[src/hw/rtl/pfsd_pkg.sv]
`timescale 1ns / 1ps
// ---------------------------------------------------------------------------
// pfsd_pkg
// types and constants shared by the pid filter list update block
// ---------------------------------------------------------------------------
package pfsd_pkg;

	localparam int PID_W = 16;
	localparam logic [PID_W-1:0] EMPTY_PID = 16'hFFFF;

	localparam logic CMD_REMOVE = 1'b0;
	localparam logic CMD_ADD    = 1'b1;

	// commands from the controller to the datapath
	typedef struct packed {
		logic load;        // store one incoming entry
		logic look;        // fetch candidate and compare against the other list
		logic sel_new;     // candidate comes from the new list (add pass)
		logic take_hit;    // capture the candidate as the pending result
		logic push;        // move the pending result to the output register
		logic push_final;  // pushed result closes this update
		logic copy;        // new list replaces the stored list
	} pfsd_cmd_t;

	// status from the datapath to the controller
	typedef struct packed {
		logic hit;         // candidate is non-empty and absent from the other list
		logic pend_valid;  // a result waits in the pending register
		logic out_free;    // output register can take a result this cycle
	} pfsd_stat_t;

endpackage

[src/hw/rtl/pid_filter_set_diff_core.sv]
`timescale 1ns / 1ps
// ---------------------------------------------------------------------------
// pid_filter_set_diff_core
// pid filter list update: remove and add commands between new and stored list
// ---------------------------------------------------------------------------
// Entries of a new list are taken one per cycle, 65535 marking an empty slot;
// entries past LIST_SIZE are dropped and an early last leaves the remaining
// slots empty. The transaction that carries last starts the comparison and
// item_ready stays low until it is done: a remove pass over the stored list,
// then an add pass over the new list, each slot taking a look step (fetch and
// compare against all slots of the other list in one comparator bank) and
// then a decide step, followed by a flush step and a copy step. Results come
// out through a one-deep output register; final_res marks the last command
// of an update, and an update with no difference produces no result at all.
module pid_filter_set_diff_core #(
	parameter int LIST_SIZE = 32
) (
	input  logic                       clk,
	input  logic                       arst_n,
	input  logic                       item_valid,
	output logic                       item_ready,
	input  logic [pfsd_pkg::PID_W-1:0] pid,
	input  logic                       last,
	output logic                       res_valid,
	input  logic                       res_ready,
	output logic                       command,
	output logic [pfsd_pkg::PID_W-1:0] pid_res,
	output logic                       final_res
);
	import pfsd_pkg::*;

	localparam int IDX_W  = (LIST_SIZE > 1) ? $clog2(LIST_SIZE) : 1;
	localparam int FILL_W = $clog2(LIST_SIZE + 1);

	pfsd_cmd_t        cmd;
	pfsd_stat_t       stat;
	logic [IDX_W-1:0] idx;

	// controller
	pfsd_ctrl #(
		.LIST_SIZE(LIST_SIZE),
		.IDX_W    (IDX_W)
	) u_ctrl (
		.clk       (clk),
		.arst_n    (arst_n),
		.item_valid(item_valid),
		.last      (last),
		.item_ready(item_ready),
		.stat      (stat),
		.cmd       (cmd),
		.idx       (idx)
	);

	// datapath
	pfsd_datapath #(
		.LIST_SIZE(LIST_SIZE),
		.IDX_W    (IDX_W),
		.FILL_W   (FILL_W)
	) u_dp (
		.clk      (clk),
		.arst_n   (arst_n),
		.pid      (pid),
		.cmd      (cmd),
		.idx      (idx),
		.stat     (stat),
		.res_valid(res_valid),
		.res_ready(res_ready),
		.command  (command),
		.pid_res  (pid_res),
		.final_res(final_res)
	);

endmodule

[src/hw/rtl/pfsd_ctrl.sv]
`timescale 1ns / 1ps
// ---------------------------------------------------------------------------
// pfsd_ctrl
// controller: loads entries, walks both compare passes, flushes and copies
// ---------------------------------------------------------------------------
module pfsd_ctrl #(
	parameter int LIST_SIZE = 32,
	parameter int IDX_W     = 5
) (
	input  logic                clk,
	input  logic                arst_n,
	input  logic                item_valid,
	input  logic                last,
	output logic                item_ready,
	input  pfsd_pkg::pfsd_stat_t stat,
	output pfsd_pkg::pfsd_cmd_t  cmd,
	output logic [IDX_W-1:0]    idx
);
	import pfsd_pkg::*;

	localparam logic [2:0] ST_IDLE   = 3'd0;
	localparam logic [2:0] ST_LOOK   = 3'd1;
	localparam logic [2:0] ST_DECIDE = 3'd2;
	localparam logic [2:0] ST_FLUSH  = 3'd3;
	localparam logic [2:0] ST_COPY   = 3'd4;

	logic [2:0]       state_q, state_d;
	logic             phase_q, phase_d;   // 0 remove pass, 1 add pass
	logic [IDX_W-1:0] idx_q, idx_d;
	logic             idx_end;
	logic             advance;

	assign idx_end    = (idx_q == IDX_W'(LIST_SIZE - 1));
	assign item_ready = (state_q == ST_IDLE);
	assign idx        = idx_q;

	// a hit may proceed when the pending slot is empty or can drain to the output
	assign advance = !stat.hit || !stat.pend_valid || stat.out_free;

	// next state and command decode
	always_comb begin
		state_d = state_q;
		phase_d = phase_q;
		idx_d   = idx_q;
		cmd     = '0;
		cmd.sel_new = phase_q;
		case (state_q)
			ST_IDLE: begin
				if (item_valid) begin
					cmd.load = 1'b1;
					if (last) begin
						state_d = ST_LOOK;
						phase_d = CMD_REMOVE;
						idx_d   = '0;
					end
				end
			end
			ST_LOOK: begin
				cmd.look = 1'b1;
				state_d  = ST_DECIDE;
			end
			ST_DECIDE: begin
				if (advance) begin
					cmd.take_hit = stat.hit;
					cmd.push     = stat.hit && stat.pend_valid;
					if (idx_end) begin
						if (phase_q == CMD_REMOVE) begin
							phase_d = CMD_ADD;
							idx_d   = '0;
							state_d = ST_LOOK;
						end else begin
							state_d = ST_FLUSH;
						end
					end else begin
						idx_d   = idx_q + 1'b1;
						state_d = ST_LOOK;
					end
				end
			end
			ST_FLUSH: begin
				if (!stat.pend_valid) begin
					state_d = ST_COPY;
				end else if (stat.out_free) begin
					cmd.push       = 1'b1;
					cmd.push_final = 1'b1;
					state_d        = ST_COPY;
				end
			end
			ST_COPY: begin
				cmd.copy = 1'b1;
				state_d  = ST_IDLE;
			end
			default: begin
				state_d = ST_IDLE;
			end
		endcase
	end

	// state registers
	always_ff @(posedge clk or negedge arst_n) begin
		if (!arst_n) begin
			state_q <= ST_IDLE;
			phase_q <= CMD_REMOVE;
			idx_q   <= '0;
		end else begin
			state_q <= state_d;
			phase_q <= phase_d;
			idx_q   <= idx_d;
		end
	end

endmodule

[src/hw/rtl/pfsd_datapath.sv]
`timescale 1ns / 1ps
// ---------------------------------------------------------------------------
// pfsd_datapath
// list storage, compare bank, pending result and output register
// ---------------------------------------------------------------------------
module pfsd_datapath #(
	parameter int LIST_SIZE = 32,
	parameter int IDX_W     = 5,
	parameter int FILL_W    = 6
) (
	input  logic                         clk,
	input  logic                         arst_n,
	input  logic [pfsd_pkg::PID_W-1:0]   pid,
	input  pfsd_pkg::pfsd_cmd_t          cmd,
	input  logic [IDX_W-1:0]             idx,
	output pfsd_pkg::pfsd_stat_t         stat,
	output logic                         res_valid,
	input  logic                         res_ready,
	output logic                         command,
	output logic [pfsd_pkg::PID_W-1:0]   pid_res,
	output logic                         final_res
);
	import pfsd_pkg::*;

	logic [PID_W-1:0]     act_q [LIST_SIZE];
	logic [PID_W-1:0]     inc_q [LIST_SIZE];
	logic [FILL_W-1:0]    fill_q;

	logic [PID_W-1:0]     cand;
	logic                 cand_ok;
	logic [LIST_SIZE-1:0] match_c;

	logic [PID_W-1:0]     cand_s1;
	logic                 cand_ok_s1;
	logic                 sel_new_s1;
	logic [LIST_SIZE-1:0] match_s1;

	logic                 pend_valid_q;
	logic                 pend_cmd_q;
	logic [PID_W-1:0]     pend_pid_q;

	logic                 out_valid_q;
	logic                 out_cmd_q;
	logic [PID_W-1:0]     out_pid_q;
	logic                 out_final_q;

	// candidate fetch: slots past the fill count of the new list read as empty
	always_comb begin
		if (cmd.sel_new) begin
			cand    = inc_q[idx];
			cand_ok = (FILL_W'(idx) < fill_q) && (inc_q[idx] != EMPTY_PID);
		end else begin
			cand    = act_q[idx];
			cand_ok = (act_q[idx] != EMPTY_PID);
		end
	end

	// compare bank, one comparator per slot of the other list
	always_comb begin
		for (int k = 0; k < LIST_SIZE; k++) begin
			if (cmd.sel_new) begin
				match_c[k] = (act_q[k] == cand);
			end else begin
				match_c[k] = (FILL_W'(k) < fill_q) && (inc_q[k] == cand);
			end
		end
	end

	// compare stage register
	always_ff @(posedge clk) begin
		if (cmd.look) begin
			cand_s1    <= cand;
			cand_ok_s1 <= cand_ok;
			sel_new_s1 <= cmd.sel_new;
			match_s1   <= match_c;
		end
	end

	assign stat.hit        = cand_ok_s1 && !(|match_s1);
	assign stat.pend_valid = pend_valid_q;
	assign stat.out_free   = !out_valid_q || res_ready;

	// incoming list, written only at the fill position
	always_ff @(posedge clk) begin
		if (cmd.load && (fill_q < FILL_W'(LIST_SIZE))) begin
			inc_q[fill_q[IDX_W-1:0]] <= pid;
		end
	end

	// fill count
	always_ff @(posedge clk or negedge arst_n) begin
		if (!arst_n) begin
			fill_q <= '0;
		end else if (cmd.copy) begin
			fill_q <= '0;
		end else if (cmd.load && (fill_q < FILL_W'(LIST_SIZE))) begin
			fill_q <= fill_q + 1'b1;
		end
	end

	// stored list, replaced all at once at the end of an update
	always_ff @(posedge clk or negedge arst_n) begin
		if (!arst_n) begin
			for (int k = 0; k < LIST_SIZE; k++) begin
				act_q[k] <= EMPTY_PID;
			end
		end else if (cmd.copy) begin
			for (int k = 0; k < LIST_SIZE; k++) begin
				act_q[k] <= (FILL_W'(k) < fill_q) ? inc_q[k] : EMPTY_PID;
			end
		end
	end

	// pending result: held back until the next one shows whether it is final
	always_ff @(posedge clk or negedge arst_n) begin
		if (!arst_n) begin
			pend_valid_q <= 1'b0;
		end else if (cmd.take_hit) begin
			pend_valid_q <= 1'b1;
		end else if (cmd.push) begin
			pend_valid_q <= 1'b0;
		end
	end

	always_ff @(posedge clk) begin
		if (cmd.take_hit) begin
			pend_cmd_q <= sel_new_s1;
			pend_pid_q <= cand_s1;
		end
	end

	// output register
	always_ff @(posedge clk or negedge arst_n) begin
		if (!arst_n) begin
			out_valid_q <= 1'b0;
		end else if (cmd.push) begin
			out_valid_q <= 1'b1;
		end else if (res_ready) begin
			out_valid_q <= 1'b0;
		end
	end

	always_ff @(posedge clk) begin
		if (cmd.push) begin
			out_cmd_q   <= pend_cmd_q;
			out_pid_q   <= pend_pid_q;
			out_final_q <= cmd.push_final;
		end
	end

	assign res_valid = out_valid_q;
	assign command   = out_cmd_q;
	assign pid_res   = out_pid_q;
	assign final_res = out_final_q;

endmodule

[config.mk]
export PLATFORM = sky130hd
export DESIGN_NAME = pid_filter_set_diff_core
export DESIGN_NICKNAME = d
export VERILOG_FILES = /design/src/hw/rtl/pfsd_pkg.sv /design/src/hw/rtl/pid_filter_set_diff_core.sv /design/src/hw/rtl/pfsd_ctrl.sv /design/src/hw/rtl/pfsd_datapath.sv
export SDC_FILE = /design/constraint.sdc
export NUM_CORES = 2
export LEC_CHECK = 0
export BUFFER_PORTS_ARGS = -buffer_cell sky130_fd_sc_hd__buf_2
export CORE_UTILIZATION = 67
export DETAILED_ROUTE_END_ITERATION = 16
export PLACE_DENSITY_LB_ADDON = 0.2
export SYNTH_ARGS = -nofsm -noshare
export SYNTH_HDL_FRONTEND = slang
export SYNTH_SLANG_ARGS = --single-unit
[constraint.sdc]
create_clock -name clk -period 7.1 [get_ports clk]
set_input_delay 1.065 -clock clk [delete_from_list [all_inputs] [get_ports clk]]
set_output_delay 1.065 -clock clk [all_outputs]
set_load 0.02 [all_outputs]
==> flow_summary.yaml <==
status:
  status: "finished, final reports clean"
routing:
  drc_errors: 0
  avgRoutedWirePerCell_um: 41.26
  route.antenna.remaining_nets: 0
  vias: 46350
  number_of_violations_reported_at_the_end_of_detailed_routing_iteration_0: 8857
  dr.pass1.iters: 9
  routed_via_density: 7.794
  route.final.wire_length_um: 245400
synth:
  ys_seq_area_frac: 0.5236
  yosysTopAreaCell: "edfxtp_1"
  synth_top_cells_by_count: "edfxtp_1 (597), xnor2_1 (582), xor2_1 (527)"
  syn-num-nets: 4747
  synth-compound-area-share: 0.1123
  synth.top_cells.by_area: "edfxtp_1 (30%), dfstp_2 (22%), xnor2_1 (8.4%)"
  synthesis.instances: 4716
  synth_flop_cell: "edfxtp_1"
  synth.ff_latch_count: 1126
  yosysMostFrequentCell: "edfxtp_1"
  synth.area.mux_share: 0.09596
  yosys.area.top_type_share: 0.2951
  synthXorXnorAreaFrac: 0.1599
  adder_and_majority_gate_portion_of_the_synthesized_area: 0.002060
  synth_enable_flop_cells: 597
  syn-cell-area_um2: 60750
  yosys.area_share.simple: 0.07015
  mean_post_synth_cell_area_um2: 12.88
  warnings_synthesis: 0
  largest_family_of_logic_cells_by_synthesized_area: "XOR/XNOR gates"
  async_flop_share: 0.4698
  yosys.cell_types.count: 91
sta:
  final-hold-violation-count: 0
  report.final.setup_viol: 0
  worst_clock_skew_ps: 23.48
  finalMaxSlewViolations: 0
  totalNegativeSetupSlack_ps: 0
  relSlewSlack: 0.07197
  fin_crit_ps: 5927
  tightest_slew_ps: 1379
  min_period_over_period: 0.8347
  fmax_ghz: 0.1687
  rsz0062_at_grt: "false"
global_route:
  globalRouteTotalUtil: 0.5353
  grt_pass1_wl_um: 338600
  grt_start_max_net_pins: 167
  first_global_vias: 43530
  antenna_found_initial: 20
  overflow: 0
layout:
  fin_util: 0.7336
  layout-drive-gt1-share: 0.2487
  syn2layout_area_growth_pct: 8.531
  number_of_nets_at_the_end_of_the_flow: 4695
setup_path:
  critical_path.max_fanout: 34
  crit_path_cells: "buf_12 -> mux4_2 -> a22o_1 -> a211oi_1 -> a31o_2 -> mux2_4 -> buf_4 -> xnor2_1 -> nor4_1 -> nand4_1 -> o32ai_1"
  critical-path-top-delay-family: "compound AO/OA/AOI/OAI gates"
  worstReg2RegStart: "u_ctrl.idx[0]$_DFFE_PN0P_"
  critical_path_class: "reg -> reg"
  ff2ff_path_depth: 11
  type_of_element_launching_the_critical_path: "flip-flop"
  timing.critical_path.arrival_ps: 6450
  critical_path.startpoint: "u_ctrl.idx[0]$_DFFE_PN0P_"
  path_buf_inv: 2
  critPathMaxStageDelay_ps: 900
  crit_path_top_delay_cell: "a211oi_1"
  end_kind: "flip-flop"
  worst-path-stages: 11
  worstPathRequired_ps: 7630
power:
  pwr_density_cell_nw_per_um2: 566.2
  max-vdd-ir-drop_uv: 539.3
  leakagePower_nw: 21.69
clock_tree:
  worst_setup_hold_path_clk_slew_ps: 60
  cts_repair_resize_count: 0
  cts_hold_repair.buffers: 0
  clock_latency_ps: 740
  cts-root-buf: "clkbuf_16"
  clockBufferDepth: 3
  cts_made_buffers: 115
  htree_levels: 3
  post-cts-setup-buffer-count: 0
  clock-sinks: 1126
  tritoncts: "built"
flow_run:
  cap_violations: 0
place:
  place.gp.congestion: 1.126
  portBuffers: 40
  hpwlAfterDp_um: 164000
die:
  number_of_standard_cell_rows_in_the_floorplan: 110
  design.die.area_um2: 91880
  num_io_pins: 41
  placeableCoreArea_um2: 89870
  effective_utilization_at_floorplan: 0.6759
  die_h_um: 303.1
  chipWidth_um: 303.1
min_path:
  worstHoldPathType: "in -> async"
## worst paths after layout
kind	slack (ps)	to
hold reg to reg	420	u_dp.pend_pid_q[11]$_DFFE_PP_
setup reg to reg	1170	u_dp.match_s1[30]$_DFFE_PP_
setup / recovery	1170	u_dp.match_s1[30]$_DFFE_PP_
max in group asynchronous	5210	u_dp.act_q[180]$_DFFE_PN1N_
hold / removal	420	u_dp.pend_valid_q$_DFFE_PN0P_
min in group clk	420	u_dp.pend_pid_q[11]$_DFFE_PP_
## worst register-to-register path, stage by stage (launching register included)
cell      delay, ps
dfrtp_4         870
buf_12          380
mux4_2          630
a22o_1          400
a211oi_1        900
a31o_2          240
mux2_4          650
buf_4           450
xnor2_1         100
nor4_1          690
nand4_1         200
o32ai_1         210
## cell families after synthesis
logic type / Yosys count
flip-flops: 1126
XOR/XNOR: 1109
AO/OA/AOI/OAI: 868
AND/OR/NAND/NOR: 859
buffers and inverters: 407
multiplexers: 337
adder cells (fa/ha/maj): 10
## registers in the layout (all words and copies together), names as in the netlist
register and count:
u_ctrl.idx 5, u_ctrl.phase_q 1, u_ctrl.state_q 3, u_dp.act_q 512, u_dp.cand_ok_s1 1, u_dp.cand_s1 16
u_dp.command 1, u_dp.fill_q 6, u_dp.final_res 1, u_dp.inc_q 512, u_dp.match_s1 32, u_dp.pend_cmd_q 1
u_dp.pend_pid_q 16, u_dp.pend_valid_q 1, u_dp.pid_res 16, u_dp.res_valid 1, u_dp.sel_new_s1 1
## stage by stage
step | total power [W] | hold slack (ps) | setup slack, ps | cells | area [um2]
after CTS | 0.03612 | 420.0 | 1625 | 5940 | 65910
final | 0.03733 | 418.0 | 1173 | 5947 | 65930
after detailed placement | 0.02977 | 405.4 | 1666 | 5723 | 62040
after floorplan | 0.02333 | 400.3 | 3674 | 4716 | 60750
after global placement | 0.02955 | 400.6 | 1742 | 5723 | 62040
after global routing | 0.03781 | 420.4 | 1290 | 5940 | 65910
## area by class of cell
cell class	count	area [um2]
Clock buffer	142	3049
Antenna cell	7	17.52
Multi-Input combinational cell	3183	26980
Tap cell	1176	1471
Fill cell	6054	23940
Timing Repair Buffer	200	1624
Clock inverter	75	819.5
Inverter	38	145.1
Sequential cell	1126	31820
## where the power goes
group / switching [W] / internal [W]
logic: 0.0122 / 0.00706
registers: 0.00207 / 0.00966
clock network: 0.00274 / 0.00360
## cells in the final DEF (no fill, tap or decap), drive strengths merged, types with 14 or more instances in the layout
master / n
nand4: 132
a31o: 14
o22a: 401
xnor2: 582
o21ai: 36
a22o: 38
o22ai: 37
mux2i: 128
dfstp: 512
clkbuf: 142
inv: 41
or4: 20
mux2: 20
nor3: 62
o221ai: 30
a21oi: 136
a31oi: 29
a22oi: 38
nand3: 63
mux4: 189
nand2: 93
nor2: 319
buf: 200
xor2: 527
bufinv: 15
clkinv: 45
a211oi: 27
dfrtp: 17
nor4: 122
edfxtp: 597
## layer usage
layer,part of all wire,track usage,routed length [um],up-vias
met3,0.17,0.2425,42170,1129
met5,0.0011,0.01087,273,-
met4,0.087,0.3623,21350,26
met2,0.40,0.7255,98540,4548
li1,-,-,-,17580
met1,0.34,0.6859,83040,23070
No activity file was read; power rests on OpenSTA's default activity.
